`src/design/aff2d_pkg.sv`:
```
`timescale 1ns / 1ps
package aff2d_pkg;

   localparam logic [2:0] OP_IDENTITY = 3'd0;
   localparam logic [2:0] OP_SCALE    = 3'd1;
   localparam logic [2:0] OP_SHIFT    = 3'd2;
   localparam logic [2:0] OP_ROTATE   = 3'd3;
   localparam logic [2:0] OP_SCALAR   = 3'd4;
   localparam logic [2:0] OP_POINT    = 3'd5;

   localparam int CORDIC_FRAC = 24;
   localparam int XY_W = 28;
   localparam int Z_W = 34;
   localparam logic signed [XY_W-1:0] CORDIC_GAIN = 28'sd10188014;

   typedef enum logic [2:0] {
      ST_IDLE, ST_ROT, ST_MUL, ST_ACC, ST_SAT, ST_COPY, ST_DONE
   } state_type;

   typedef enum logic [2:0] {
      CS_IDLE, CS_MOD, CS_FOLD, CS_ITER, CS_OUT
   } cordic_state_type;

   typedef struct packed {
      logic mul_en;
      logic acc_en;
      logic acc_clr;
   } mac_ctrl_type;

   // atan(2^-i) in degrees, 24 fraction bits
   function automatic logic signed [Z_W-1:0] atan_deg(input logic [4:0] idx);
      logic signed [Z_W-1:0] v;
      case (idx)
         5'd0:  v = 34'sd754974720;
         5'd1:  v = 34'sd445687602;
         5'd2:  v = 34'sd235489089;
         5'd3:  v = 34'sd119537938;
         5'd4:  v = 34'sd60000934;
         5'd5:  v = 34'sd30029717;
         5'd6:  v = 34'sd15018523;
         5'd7:  v = 34'sd7509719;
         5'd8:  v = 34'sd3754917;
         5'd9:  v = 34'sd1877466;
         5'd10: v = 34'sd938734;
         5'd11: v = 34'sd469367;
         5'd12: v = 34'sd234684;
         5'd13: v = 34'sd117342;
         5'd14: v = 34'sd58671;
         5'd15: v = 34'sd29335;
         5'd16: v = 34'sd14668;
         5'd17: v = 34'sd7334;
         5'd18: v = 34'sd3667;
         5'd19: v = 34'sd1833;
         5'd20: v = 34'sd917;
         5'd21: v = 34'sd458;
         5'd22: v = 34'sd229;
         5'd23: v = 34'sd115;
         default: v = '0;
      endcase
      return v;
   endfunction

endpackage

```
`src/design/aff2d_mac.sv`:
```
`timescale 1ns / 1ps
module aff2d_mac import aff2d_pkg::*; #(
   parameter int FRAC_BITS = 16
) (
   input  logic                clock,
   input  mac_ctrl_type        ctrl,
   input  logic signed [31:0]  op_a,
   input  logic signed [31:0]  op_b,
   output logic signed [31:0]  sat_val,
   output logic                sat_flag
);

   localparam int ACC_W = 66 - FRAC_BITS;
   localparam logic signed [63:0] RND = 64'sd1 <<< (FRAC_BITS - 1);
   localparam logic signed [ACC_W-1:0] SMAX = ACC_W'(64'sd2147483647);
   localparam logic signed [ACC_W-1:0] SMIN = ACC_W'(-64'sd2147483648);

   logic signed [63:0]      prod_ff;
   logic signed [63:0]      rnd_full;
   logic signed [ACC_W-1:0] acc_ff;
   logic signed [ACC_W-1:0] acc_in;

   always_comb begin
      rnd_full = (prod_ff + RND) >>> FRAC_BITS;
      acc_in   = (ctrl.acc_clr ? '0 : acc_ff) + rnd_full[ACC_W-1:0];
   end

   always_ff @(posedge clock) begin
      if (ctrl.mul_en) begin
         prod_ff <= op_a * op_b;
      end
      if (ctrl.acc_en) begin
         acc_ff <= acc_in;
      end
   end

   always_comb begin
      sat_flag = 1'b0;
      sat_val  = acc_ff[31:0];
      if (acc_ff > SMAX) begin
         sat_flag = 1'b1;
         sat_val  = 32'sh7fffffff;
      end else if (acc_ff < SMIN) begin
         sat_flag = 1'b1;
         sat_val  = 32'sh80000000;
      end
   end

endmodule

```
`config.mk`:
```
export PLATFORM = sky130hd
export DESIGN_NAME = aff2d_mac
export DESIGN_NICKNAME = d
export VERILOG_FILES = /design/src/design/aff2d_pkg.sv /design/src/design/aff2d_mac.sv
export SDC_FILE = /design/constraint.sdc
export NUM_CORES = 2
export LEC_CHECK = 0
export BUFFER_PORTS_ARGS = -buffer_cell sky130_fd_sc_hd__clkbuf_2
export CAP_MARGIN = 10
export CORE_ASPECT_RATIO = 0.9
export CORE_MARGIN = 1.5
export CORE_UTILIZATION = 45
export CTS_CLUSTER_DIAMETER = 30
export DETAILED_ROUTE_END_ITERATION = 8
export GPL_TIMING_DRIVEN = 0
export PLACE_DENSITY = 0.62
export SYNTH_ARGS = -nofsm -noshare
export SYNTH_HDL_FRONTEND = slang
export SYNTH_SLANG_ARGS = --single-unit
```
`constraint.sdc`:
```
create_clock -name clock -period 14.2 [get_ports clock]
set_input_delay 0.71 -clock clock [delete_from_list [all_inputs] [get_ports clock]]
set_output_delay 0.71 -clock clock [all_outputs]
set_load 0.05 [all_outputs]
```
After elaboration in Yosys (flattened, before gate mapping)

Cells that the tools add are included.

Input port bits: 68
Output and inout bits: 33
Logic and storage cells: 12
Register bits after elaboration: 114

$add $sub $neg: 2
Magnitude comparators: 2
$mul: 1
Muxes and demuxes: 5

Operator list:

| kind                   | number |
|---|---|
| $add 64x17->64 const B | 1 |
| $mul 32x32->64         | 1 |
| $mux 32                | 2 |
| $add 50x50->50         | 1 |
| $gt 50x32->1 const B   | 1 |
| $lt 50x32->1 const B   | 1 |
| $mux 50                | 1 |
| $mux 1                 | 2 |

Depth between registers and ports, before layout

Word-level depth: 3
Depth in mapped cells: 30
Gate-level depth less buffers: 28

Worst setup path after synthesis

Ideal clock, no wire load.

Path type: input -> register
Start point: input op_a[31]
End point: register prod_ff[63], data pin
Data required time: 13.940 ns
Buffers on the path: 2
Arrival: 8.024 ns
Library setup time: 0.260 ns
Cell stages on the path: 26
Setup slack: 5.916 ns
Cells stage by stage: clkbuf_1 -> nand2_1 -> inv_1 -> fa_1 -> fa_1 -> fa_1 -> inv_1 -> fa_1 -> fa_1 -> fa_1 -> fa_1 -> fa_1 -> inv_1 -> ha_1 -> buf_6 -> a21oi_4 -> o21ai_2 -> a21o_1 -> a21o_1 -> a21o_1 -> a221o_1 -> a211oi_2 -> a31oi_2 -> a2111o_1 -> a31oi_2 -> xnor2_1

Word-level cells in the longest chain between the ends: 1

Ends and longest elaborated chain:

| element              | line            | source |
|---|---|---|
| start, declared      | aff2d_mac.sv:7  | `input logic signed [31:0] op_a,` |
| $mul 32x32->64       | aff2d_mac.sv:30 | `prod_ff <= op_a * op_b;` |
| end signal, assigned | aff2d_mac.sv:30 |  |
| end, declared        | aff2d_mac.sv:18 | `logic signed [63:0] prod_ff;` |

Every way passes these cells.
A chain may end at the register's enable or synchronous reset.

Final worst setup path

Same ends and word-level chain as after synthesis.

==> metrics.md <==
| Metric | Value |
|---|---|
| Gr ovfl total | `0` |
| Yosys top cell area share | `0.512` |
| Most common cell after layout, fill and taps aside | `fa_1` |
| Met3 usage | `0.112` |
| Hold path start | `acc_ff[0]` |
| First-pass GRT wire length | `roughly 220000 um` |
| Largest net degree at the start of global routing | `between 50 and 60` |
| Hold Path Sink | `acc_ff[0]` |
| Worst EP required | `around 14 ns` |
| Crit Reg-Reg Startpoint | `prod_ff[17]` |
| Synth top area cells | `fa_1 51%, inv_1 8.7%, and2_1 7.2%, edfxtp_1 7.0%, ha_1 6.8%` |
| Ys flop type | `edfxtp_1` |
| Initial antenna violation count | `15` |
| Hpwl dp | `approximately 120000 um` |
| Period Utilization, post-route | `0.727` |
| Share of post-route cells with drive strength above 1 | `0.0312` |
| Syn nets | `a little under 6000` |
| Register area share after synthesis | `0.0702` |
| CTS buffer count | `9` |
| Number of enable flip-flop cells after synthesis | `99` |
| GRT Total Usage | `0.314` |
| MaxCap Viol Count | `0` |
| Worst Reg-to-Reg Cells | `19` |
| Via count | `31574` |
| DP Cell Count | `5806` |
| Reg2reg end | `acc_ff[48]` |
| Setup bufs post-CTS | `0` |
| Leading area contributor after synthesis | `fa_1` |
| Simple-gate share of the synthesized area | `0.163` |
| CP top delay family | `adder cells` |
| CTS H-tree lvls | `3` |
| Status | `finished clean` |
| Die area | `between 90000 and 100000 sq um` |
| Clock tree sinks | `99` |
| Die X | `around 330 um` |
| Worst setup SP type | `input pin` |
| CTS max path bufs | `2` |
| Ys Warns | `0` |
| Crit path max fanout | `10` |
| Tmin final | `between 10 and 15 ns` |
| DR DRC count | `0` |
| Met2 GRT Util | `0.446` |
| Final setup violation count | `0` |
| Crit-path slowest cell | `fa_1` |
| RSZ-0062 raised after global routing | `no` |
| Final GP Congestion | `between 1 and 1.5` |
| Vias in the first global route | `roughly 33000` |
| CP endpoint kind | `flip-flop` |
| Hold Crit Class | `flip-flop to flip-flop` |
| FF+latch count, synth | `99` |
| Vias per cell | `5.41` |
| Rows | `106` |
| Most frequent cells in the layout | `1082 x fa_1, 986 x inv_1, 633 x nand2_1` |
| Hold-fix buffers at CTS | `0` |
| XOR/XNOR Fraction of Synth Area | `0.0329` |
| Final setup margin | `~3.9 ns` |
| DR WL/cell | `between 20 and 30 um` |
| Library cells used by synthesis | `roughly 70` |
| Final wirelength | `around 150000 um` |
| CP max stage delay | `approximately 1.2 ns` |
| Clk_lat worst skew | `roughly 0.36 ns` |
| Rel. slew slack | `0.0456` |
| Post-CTS sizing | `0` |
| Post-synthesis mux area share | `0.000236` |
| Pre-antenna DRT Iters | `6` |
| Post-route ant nets | `0` |
| CTS tree | `built` |
| Worst Clk Skew | `0.00626 ns` |
| TNS Setup | `0 ns` |
| Core Area | `93100 sq um` |
| Met1 usage | `0.445` |
| Share of async-settable or async-resettable flops after synthesis | `0` |
| Crit-path most repeated cell | `fa_1` |
| Die span in y | `~300 um` |
| Port Buffers | `100` |
| Main combinational cell family by area after synthesis | `adder cells` |
| Number of nets in the layout | `5959` |
| Final slew viol count | `0` |
| Syn Std Cell Area | `42300 sq um` |
| GR peak layer | `met2` |
| # fillers | `about 9000` |
| Drt initial violations | `roughly 3000` |
| Tightest Pin Transition | `roughly 1.4 ns` |
| Ports | `101` |
| Layout area overhead | `5.83%` |
| Place WS | `~3.7 ns` |
| Root Buffer | `clkbuf_16` |
| Clock slew seen by the registers of the worst setup and hold paths | `about 0.060 ns` |
| Achievable Freq | `between 90 and 100 MHz` |
| Worst setup path category | `input pin to flip-flop` |
| Worst Path Buf+Inv | `6` |
| Post-Layout Cell Count | `~5800` |
| Initial Utilization | `0.455` |
| Critical Path AT | `around 10 ns` |
| Final Hold Vio Count | `0` |
| Worst Hold Depth | `2` |
| FF-to-FF setup slack | `~9.6 ns` |
| Synthesized area per cell | `between 9 and 10 sq um` |
| Synth Area in Compound Gates | `0.0470` |
| Syn Inst Count | `4463` |
| Adder-Cell Fraction of Synth Area | `0.580` |
cell usage after synthesis, drive strengths merged (2+ instances only):
cell type  count
a2111o         2
a211o          2
a211oi         7
a21o          66
a21oi         99
a221o          4
a221oi         6
a31o           3
a31oi         19
a32oi          3
a41o           2
a41oi          2
and2         489
and3          26
and4           7
clkbuf       213
edfxtp        99
fa          1082
ha           230
inv          986
nand2        633
nand2b        16
nand3         34
nand4         22
nor2          69
nor2b         66
nor3          12
nor4           3
o2111ai        3
o211ai         4
o21a          11
o21ai         50
o21bai         5
o22ai          2
o31ai          3
or2            3
or3            3
or4            3
xnor2         98
xor2          60
through the flow:
stage	instance area (sq um)	util	hold slack (ns)
floorplan	42300	-	0.656
global placement	44400	0.477	0.696
detailed placement	44400	0.477	0.727
CTS	44700	0.480	0.755
global route	44800	0.481	0.808
finish	44800	0.481	0.749
flip-flops by register name (all words and copies together) (netlist names):
| signal | flops |
|---|---|
| acc_ff | 50 |
| prod_ff | 49 |
layout make-up:
| cell class | count | area (sq um) | share of cell area |
|---|---|---|---|
| diodes | 10 | 25.0 | 0.000559 |
| clock inverters | 4 | 42.5 | 0.000950 |
| flip-flops and latches | 99 | 2970 | 0.0664 |
| repair buffers | 105 | 606 | 0.0135 |
| inverters | 986 | 3700 | 0.0826 |
| well taps | 1242 | 1550 | 0.0347 |
| clock buffers | 11 | 233 | 0.00519 |
| plain buffers | 214 | 811 | 0.0181 |
| multi-input cells | 3164 | 34900 | 0.778 |
cells by family (layout without fill, tap and decap cells):
kind of cell               Yosys count  after routing
DFF                                 99             99
muxes                                1              1
AOI/OAI and AO/OA                  303            303
and+or+nand+nor                   1390           1390
buffers and inverters             1200           1320
adders and majority gates         1312           1312
xor gates and xnor gates           158            158
other                                0             10
per-layer routing:
metal	wire (um)	up-vias
li1	-	13392
met1	61400	16155
met2	59400	1732
met3	20600	281
met4	6060	14
met5	95	-
worst max path at each step:
stage | depth (start not counted) | end | slack (ns) | from
after floorplan | 26 | prod_ff[63] | 5.92 | op_a[31]
after global placement | 27 | prod_ff[63] | 3.73 | op_a[31]
after detailed placement | 27 | prod_ff[63] | 3.70 | op_a[31]
after CTS | 27 | prod_ff[63] | 4.07 | op_a[31]
after global routing | 27 | prod_ff[63] | 3.61 | op_a[31]
final | 27 | prod_ff[63] | 3.88 | op_a[31]
worst reg2reg max path, cell delays in order (launching register included):
cell and delay (ns):
edfxtp_1 0.40, and3_1 0.21, and3_1 0.20, nand3_1 0.23
or3_1 0.50, nor2_1 0.18, nand3_1 0.11, xnor2_1 0.15
ha_1 0.27, clkbuf_1 0.30, nand4_1 0.22, inv_1 0.09
and3_1 0.16, a21bo_2 0.26, a21oi_1 0.22, o21ai_0 0.15
a21oi_1 0.31, a211oi_1 0.14, o21ai_0 0.21, xor2_1 0.09
Power is not shown: default switching activity piles up to over one toggle a cycle in this logic, so the estimate is an artifact.
