===== config.mk =====
export PLATFORM = sky130hd
export DESIGN_NAME = aff2d_cordic
export DESIGN_NICKNAME = d
export VERILOG_FILES = /design/src/design/aff2d_pkg.sv /design/src/design/aff2d_cordic.sv
export SDC_FILE = /design/constraint.sdc
export NUM_CORES = 1
export LEC_CHECK = 0
export ABC_AREA = 1
export BUFFER_PORTS_ARGS = -buffer_cell sky130_fd_sc_hd__buf_2
export CAP_MARGIN = 15
export CORE_MARGIN = 2
export CORE_UTILIZATION = 60
export DETAILED_ROUTE_END_ITERATION = 12
export PLACE_DENSITY = 0.86
export SETUP_SLACK_MARGIN = 0.15
export SLEW_MARGIN = 10
export SYNTH_ARGS = -nofsm -noshare
export SYNTH_HDL_FRONTEND = slang
export SYNTH_SLANG_ARGS = --single-unit

===== constraint.sdc =====
create_clock -name clock -period 10.65 [get_ports clock]
set_input_delay 0 -clock clock [delete_from_list [all_inputs] [get_ports clock]]
set_output_delay 0 -clock clock [all_outputs]
set_load 0.005 [all_outputs]

===== src/design/aff2d_pkg.sv =====
`timescale 1ns / 1ps
package aff2d_pkg;

   localparam logic [2:0] OP_IDENTITY = 3'd0;
   localparam logic [2:0] OP_SCALE    = 3'd1;
   localparam logic [2:0] OP_SHIFT    = 3'd2;
   localparam logic [2:0] OP_ROTATE   = 3'd3;
   localparam logic [2:0] OP_SCALAR   = 3'd4;
   localparam logic [2:0] OP_POINT    = 3'd5;

   localparam int CORDIC_FRAC = 24;
   localparam int XY_W = 28;
   localparam int Z_W = 34;
   localparam logic signed [XY_W-1:0] CORDIC_GAIN = 28'sd10188014;

   typedef enum logic [2:0] {
      ST_IDLE, ST_ROT, ST_MUL, ST_ACC, ST_SAT, ST_COPY, ST_DONE
   } state_type;

   typedef enum logic [2:0] {
      CS_IDLE, CS_MOD, CS_FOLD, CS_ITER, CS_OUT
   } cordic_state_type;

   typedef struct packed {
      logic mul_en;
      logic acc_en;
      logic acc_clr;
   } mac_ctrl_type;

   // atan(2^-i) in degrees, 24 fraction bits
   function automatic logic signed [Z_W-1:0] atan_deg(input logic [4:0] idx);
      logic signed [Z_W-1:0] v;
      case (idx)
         5'd0:  v = 34'sd754974720;
         5'd1:  v = 34'sd445687602;
         5'd2:  v = 34'sd235489089;
         5'd3:  v = 34'sd119537938;
         5'd4:  v = 34'sd60000934;
         5'd5:  v = 34'sd30029717;
         5'd6:  v = 34'sd15018523;
         5'd7:  v = 34'sd7509719;
         5'd8:  v = 34'sd3754917;
         5'd9:  v = 34'sd1877466;
         5'd10: v = 34'sd938734;
         5'd11: v = 34'sd469367;
         5'd12: v = 34'sd234684;
         5'd13: v = 34'sd117342;
         5'd14: v = 34'sd58671;
         5'd15: v = 34'sd29335;
         5'd16: v = 34'sd14668;
         5'd17: v = 34'sd7334;
         5'd18: v = 34'sd3667;
         5'd19: v = 34'sd1833;
         5'd20: v = 34'sd917;
         5'd21: v = 34'sd458;
         5'd22: v = 34'sd229;
         5'd23: v = 34'sd115;
         default: v = '0;
      endcase
      return v;
   endfunction

endpackage


===== src/design/aff2d_cordic.sv =====
`timescale 1ns / 1ps
module aff2d_cordic import aff2d_pkg::*; #(
   parameter int FRAC_BITS    = 16,
   parameter int CORDIC_STEPS = 16
) (
   input  logic               clock,
   input  logic               reset,
   input  logic               start,
   input  logic signed [31:0] angle,
   output logic               done,
   output logic signed [31:0] cos_val,
   output logic signed [31:0] sin_val
);

   localparam int SH_W = 40;
   localparam int R_W = 35;
   localparam logic [SH_W-1:0] FULL = SH_W'(360) << FRAC_BITS;
   localparam logic signed [R_W-1:0] FULL_R    = R_W'(360) <<< FRAC_BITS;
   localparam logic signed [R_W-1:0] HALF_R    = R_W'(180) <<< FRAC_BITS;
   localparam logic signed [R_W-1:0] QUARTER_R = R_W'(90) <<< FRAC_BITS;
   localparam int MOD_STEPS = 34 - $clog2(64'(360) << FRAC_BITS);
   localparam int MAX_STEPS = (MOD_STEPS > CORDIC_STEPS) ? MOD_STEPS : CORDIC_STEPS;
   localparam int CNT_W = $clog2(MAX_STEPS + 1);
   localparam int CSH = CORDIC_FRAC - FRAC_BITS;
   localparam logic signed [XY_W-1:0] RND_C = XY_W'((1 << CSH) >> 1);

   cordic_state_type        state_ff, state_in;
   logic [CNT_W-1:0]        cnt_ff;
   logic [32:0]             rem_ff;
   logic                    sgn_ff;
   logic                    neg_ff;
   logic signed [XY_W-1:0]  x_ff, y_ff;
   logic signed [Z_W-1:0]   z_ff;
   logic signed [31:0]      cos_ff, sin_ff;
   logic                    done_ff;

   logic [SH_W-1:0]         full_sh;
   logic signed [R_W-1:0]   r0, r1;
   logic                    fold_neg;
   logic signed [XY_W-1:0]  dx, dy, xr, yr;
   logic signed [Z_W-1:0]   at;

   always_comb begin
      full_sh = FULL << cnt_ff;
      r0 = sgn_ff ? -$signed({2'b00, rem_ff}) : $signed({2'b00, rem_ff});
      if (r0 < 0) begin
         r0 = r0 + FULL_R;
      end
      if (r0 > HALF_R) begin
         r0 = r0 - FULL_R;
      end
      fold_neg = 1'b0;
      r1 = r0;
      if (r0 > QUARTER_R) begin
         r1 = r0 - HALF_R;
         fold_neg = 1'b1;
      end else if (r0 < -QUARTER_R) begin
         r1 = r0 + HALF_R;
         fold_neg = 1'b1;
      end
      dx = y_ff >>> cnt_ff;
      dy = x_ff >>> cnt_ff;
      at = atan_deg(5'(cnt_ff));
      xr = (x_ff + RND_C) >>> CSH;
      yr = (y_ff + RND_C) >>> CSH;
   end

   always_comb begin
      state_in = state_ff;
      case (state_ff)
         CS_IDLE: if (start) state_in = CS_MOD;
         CS_MOD:  if (cnt_ff == '0) state_in = CS_FOLD;
         CS_FOLD: state_in = CS_ITER;
         CS_ITER: if (cnt_ff == CNT_W'(CORDIC_STEPS - 1)) state_in = CS_OUT;
         CS_OUT:  state_in = CS_IDLE;
         default: state_in = CS_IDLE;
      endcase
   end

   always_ff @(posedge clock) begin
      if (reset) begin
         state_ff <= CS_IDLE;
         done_ff  <= 1'b0;
      end else begin
         state_ff <= state_in;
         done_ff  <= (state_ff == CS_OUT);
      end
   end

   always_ff @(posedge clock) begin
      case (state_ff)
         CS_IDLE: begin
            sgn_ff <= angle[31];
            rem_ff <= angle[31] ? 33'(-{angle[31], angle}) : {1'b0, angle};
            cnt_ff <= CNT_W'(MOD_STEPS - 1);
         end
         CS_MOD: begin
            // restoring reduction, one multiple of the full turn per cycle
            if ({7'b0, rem_ff} >= full_sh) begin
               rem_ff <= 33'({7'b0, rem_ff} - full_sh);
            end
            cnt_ff <= cnt_ff - 1'b1;
         end
         CS_FOLD: begin
            x_ff   <= CORDIC_GAIN;
            y_ff   <= '0;
            z_ff   <= Z_W'(r1 <<< CSH);
            neg_ff <= fold_neg;
            cnt_ff <= '0;
         end
         CS_ITER: begin
            if (!z_ff[Z_W-1]) begin
               x_ff <= x_ff - dx;
               y_ff <= y_ff + dy;
               z_ff <= z_ff - at;
            end else begin
               x_ff <= x_ff + dx;
               y_ff <= y_ff - dy;
               z_ff <= z_ff + at;
            end
            cnt_ff <= cnt_ff + 1'b1;
         end
         CS_OUT: begin
            cos_ff <= 32'(neg_ff ? -xr : xr);
            sin_ff <= 32'(neg_ff ? -yr : yr);
         end
         default: begin
            cnt_ff <= '0;
         end
      endcase
   end

   assign done    = done_ff;
   assign cos_val = cos_ff;
   assign sin_val = sin_ff;

endmodule


## After elaboration in Yosys (flattened, before gate mapping)

Memory sizes are Yosys's and may differ from the RTL's. A register that Yosys moved wholly into a read port is not among the register bits.
Index checks and enable logic that the tools add are counted.

| operators by class | value |
|---|---|
| shift-type cells | 3 |
| eq/ne operators | 9 |
| muxes and demuxes | 23 |
| reduce and logical (&&, ||, !) cells | 6 |
| magnitude comparators | 5 |
| $add $sub $neg | 19 |

Operator list:

| kind | count |
|---|---|
| $pmux 28 s2 | 2 |
| $mux 35 | 3 |
| $pmux 34 s2 | 1 |
| $mux 33 | 2 |
| $pmux 33 s2 | 1 |
| $mux 32 | 2 |
| $neg 20->32 | 2 |
| $add 28x28->28 | 2 |
| $add 28x9->28 const B | 2 |
| $mux 28 | 2 |
| $sshr 28x5->28 | 2 |
| $sub 28x28->28 | 2 |
| $mux 26 | 2 |
| $ge 33x40->1 | 1 |
| $shl 25x5->40 const A | 1 |
| $add 35x26->35 const B | 1 |
| $gt 35x24->1 const B | 1 |
| $gt 35x25->1 const B | 1 |
| $lt 35x1->1 const B | 1 |
| $lt 35x24->1 const B | 1 |
| $neg 33->35 | 1 |
| $sub 35x26->35 const B | 1 |
| $add 34x34->34 | 1 |
| $mux 34 | 1 |
| other kinds (22) | 29 |

| word-level totals | value |
|---|---|
| bits of input ports | 35 |
| memory bits (read-only) | 960 |
| logic and storage cells | 77 |
| register bits after elaboration | 198 |
| memories kept | 1 |
| output and inout bits | 65 |

Memory list:

| memory | words | width | read ports | clocked after memory_dff | write ports | line | text |
|---|---|---|---|---|---|---|---|
| (no name shown) | 32 | 30 | 1 | 1 | 0 | aff2d_pkg.sv:33 | `case (idx)` |

## Longest topological paths before layout

| depth | value |
|---|---|
| word-level depth | 10 |
| gate-level depth with buffers | 38 |
| mapped depth without buffers | 36 |

## Worst setup path before layout

OpenSTA, ideal clock, no wires.

| path | value |
|---|---|
| kind | reg-to-reg |
| start | register state_ff[2] |
| end | register, netlist name at[9] |
| arrival time | 7.906 ns |
| period minus slack after synthesis | 8.022 ns |
| path slack | 2.628 ns |
| stages on the path, launching flop included | 11 |
| data required time | 10.534 ns |
| buffers on the path | 0 |
| cell sequence | dfxtp_1 inv_1 nor3_1 inv_1 o22ai_1 inv_1 ha_1 or2_2 nand2_1 a21oi_1 a31o_2 |

| on the way | value |
|---|---|
| word-level cells in the longest chain between the ends | 3 |
| elaborated cells between the ends (all ways) | 6 |
| those cells by class | eq/ne: 3; mux: 2; reduce/logical: 1 |

RTL lines:

| what | line | text |
|---|---|---|
| start, declared | aff2d_cordic.sv:27 | `cordic_state_type state_ff, state_in;` |
| start signal, assigned | aff2d_cordic.sv:85 | `state_ff <= state_in;` |
| $eq 3x3->1 (tied with other cells) | aff2d_cordic.sv:91 | `case (state_ff)` |
| $pmux 5 s4 | aff2d_cordic.sv:91 |  |
| $mux 5 (no line) * | -- |  |

Mark *: on every way between the ends. The rest lies on a longest branch, timed or not.
A chain may end at the register's enable or synchronous reset.

## Worst setup path in the final report

| path | value |
|---|---|
| start | register cnt_ff[1] |
| end | register y_ff[24], data pin |

| on the way | value |
|---|---|
| word-level cells in the longest chain between the ends | 4 |
| elaborated cells between the ends (all ways) | 5 |
| those cells by class | add/sub: 2; shift: 1; mux: 2 |

RTL lines:

| what | line | text |
|---|---|---|
| start, declared | aff2d_cordic.sv:28 | `logic [CNT_W-1:0] cnt_ff;` |
| start signal, assigned | aff2d_cordic.sv:95 | `cnt_ff <= CNT_W'(MOD_STEPS - 1);` |
| start signal, assigned | aff2d_cordic.sv:102 | `cnt_ff <= cnt_ff - 1'b1;` |
| start signal, assigned | aff2d_cordic.sv:121 | `cnt_ff <= cnt_ff + 1'b1;` |
| $sshr 28x5->28 * | aff2d_cordic.sv:62 | `dy = x_ff >>> cnt_ff;` |
| $add 28x28->28 / $sub 28x28->28 (equally long branches) | aff2d_cordic.sv:114, aff2d_cordic.sv:118 |  |
| $mux 28 * | aff2d_cordic.sv:112 | `if (!z_ff[Z_W-1]) begin` |
| $pmux 28 s2 * | aff2d_cordic.sv:91 |  |
| end signal, assigned | aff2d_cordic.sv:114 | `y_ff <= y_ff + dy;` |
| end signal, assigned | aff2d_cordic.sv:118 | `y_ff <= y_ff - dy;` |
| end, declared | aff2d_cordic.sv:32 | `logic signed [XY_W-1:0] x_ff, y_ff;` |

Marked as above.

==> run metrics <==
status completed; Reg2Reg Depth 33; #FFs+latches synth 228; DRC 0; min Tclk post-route 6.38 ns; reg2reg setup slack 4.27 ns; Fmax 157 MHz; Seq/Total Area, Yosys 28.4%; Yosys top cell area share 25.4%; Setup Crit Path Kind flip-flop to flip-flop; clock-pin slew on the worst setup and hold paths 0.06 ns; CP Max Fanout 41; Hold Path Class primary input to flip-flop; Setup TNS 0 ns; final setup margin 4.27 ns; IO Pins 100; GRT Util Overall 30.4%; commonest non-fill, non-tap cell in the layout nand2_1; worst endpoint data arrival time 6.68 ns; DRT Wirelength 61200 um; clock latency on the worst-skew pair 0.56 ns; Final period util 59.9%; share of cells above drive strength 1 7.18%; Setup crit start kind flip-flop; TritonCTS clock tree built; largest net degree at the start of global routing 69; Post-CTS Setup Inserts 0; RSZ-0062 raised after global routing false; Slew @ Worst Pin 0.977 ns; Worst Path Buf+Inv 4; Reg-to-Reg End y_ff[24]; Antenna Nets Post-Route 0; Ys Warns 0; Synth cell types 61; initial DRC count 2226; Setup WS pre-CTS 4.45 ns; top cells by area, synth edfxtp_1, nand2_1, ha_1; Req. time, crit path 10.95 ns; starting density of the core 60.8%; critical path capture point type flip-flop; PortBufs 99; cts bufs inserted 26; slowest CP cell buf_4; initial antenna violation count 2; Post-synth top flop edfxtp_1; Die Span Y 199 um; gpl congestion 0.998; post-synthesis async set-or-reset flop share 0%; Top delay family on crit path compound AO/OA/AOI/OAI gates; Max stage delay on crit path 0.51 ns; max-cap violation count 0; Crit path depth 33; worst setup path startpoint cnt_ff[1]; Detail Placement HPWL 45400 um; core area 37700 um2; FF-to-FF Start cnt_ff[1]; number of flops mapped to enable cells by yosys 194; routed vias 22900; Mapped Avg Cell Area 6.80 um2; Die X 199 um; Finish-stage setup viols 0; Pre-Repair DR Iteration Count 6; post-cts resize count 0; Worst setup endpoint y_ff[24]; commonest cells after routing, fill and taps aside nand2_1, inv_1, nor2_1; Mapped Cells 3366; Core Util, Final 66.1%; vias in the first global route 21100; Worst slew margin 34.9%; Final Max Tran Viols 0; number of fill cells 3311; vias per cell 5.75; Die ar. 39800 um2; drt wl/cell 15.4 um; CTS Sinks 228; first-pass GRT wire length 99000 um; worst hold stages 5; Final #Nets 3621; htree depth 1; Bufs on Longest Clock Path 3; clk_skew 0.0242 ns; Overflow after GRT 0; Synth area leader edfxtp_1; synthesized area 22900 um2; root cell of the clock tree clkbuf_16; Site Rows 71; Final Hold Viols 0; syn nets 3541; area growth from synthesis to layout 8.63%
==> kinds of logic (layout without fill, tap and decap cells) <==
group	Yosys count	in the layout	share of synthesized area (%)
multiplexers	49	49	2.14
AND/OR/NAND/NOR	1600	1600	29.7
buffers and inverters	500	600	8.57
AO/OA/AOI/OAI	648	648	15.7
other	0	2	0
flip-flops	228	228	28.4
adder cells (fa/ha/maj)	140	140	7.78
XOR/XNOR	201	201	7.69
==> synth_stat cells (5+ instances only) <==
master,n
a31oi_1,15
a21o_1,10
and3_1,8
o211ai_1,28
xor2_1,127
clkbuf_1,64
ha_1,136
buf_2,23
mux2i_1,49
nand3b_1,11
nand2_2,27
nor4_1,8
o21a_1,18
edfxtp_1,194
o21bai_1,13
nand2_1,866
nor3b_1,6
buf_1,7
o21ai_1,8
nor2_1,348
or2_2,14
o221ai_1,12
buf_4,5
inv_1,388
clkinv_1,5
nand3_2,5
nor3_1,63
buf_6,5
o22ai_1,7
o31ai_1,6
nand4_1,27
a21oi_1,191
o21ai_0,310
a211oi_1,8
nor2_2,17
nand3_1,183
a22oi_1,5
dfxtp_1,34
xnor2_1,74
==> layout make-up <==
type                       instances  area (um2)  area share (%)
clock inverter                    16        97.6           0.392
antenna                            2        5.00          0.0201
clock buffer                      32         673            2.71
timing repair buffer             156        1010            4.06
tap                              511         639            2.57
multi-input combinational       2638       14500            58.1
inverter                         396        1490            5.97
sequential                       228        6510            26.2
==> sequential cells by signal (all words and copies together), names as in the netlist <==
name,count
z_ff,34
cnt_ff,5
done,1
sgn_ff,1
at,30
sin_val,32
state_ff,3
y_ff,28
neg_ff,1
x_ff,28
rem_ff,33
cos_val,32
==> layer usage <==
layer | share of wire, % | up-vias | track usage (%)
met3 | 6.4 | 227 | 3.43
met2 | 48 | 965 | 54.1
met1 | 40 | 10300 | 36.1
met4 | 5.3 | 0 | 15.6
li1 | - | 11400 | -
met5 | 0 | - | 0
==> per-stage QoR <==
step / cell area [um2] / hold slack (ns) / cells
after floorplan: 22900 / 0.0724 / 3366
after global placement: 23800 / 0.227 / 3894
after detailed placement: 23800 / 0.236 / 3894
after CTS: 24900 / 0.00329 / 3977
after global routing: 24900 / 0.0344 / 3979
final: 24900 / 0.00907 / 3979
==> timing repair <==
| item | 4_1_cts | 5_1_grt |
|---|---|---|
| endpoints found under the hold margin | 36 | 0 |
| hold buffers | 35 | 0 |
| endpoints found under the setup margin | 0 | 0 |
==> worst register-to-register path: cells and delay by family, from the launching register on <==
family / cells / cell delay (ns)
AO/OA/AOI/OAI: 11 / 2.37
AND/OR/NAND/NOR: 14 / 1.30
buffers and inverters: 4 / 1.15
adder cells (fa/ha/maj): 2 / 0.56
multiplexers: 2 / 0.37
flip-flops: 1 / 0.36
==> how the worst min path moves through the flow <==
stage	slack (ns)	end	startpoint
3_5_place_dp	0.24	state_ff[0]	reset
4_1_cts	0.003	rem_ff[1]	angle[1]
5_1_grt	0.03	rem_ff[1]	angle[1]
3_3_place_gp	0.23	state_ff[0]	reset
6_report	0.009	rem_ff[1]	angle[1]
2_1_floorplan	0.07	done	reset
Power is left out: the tool's default activity adds up to more than one toggle a clock period on the data nets, which glitch-free logic cannot reach.
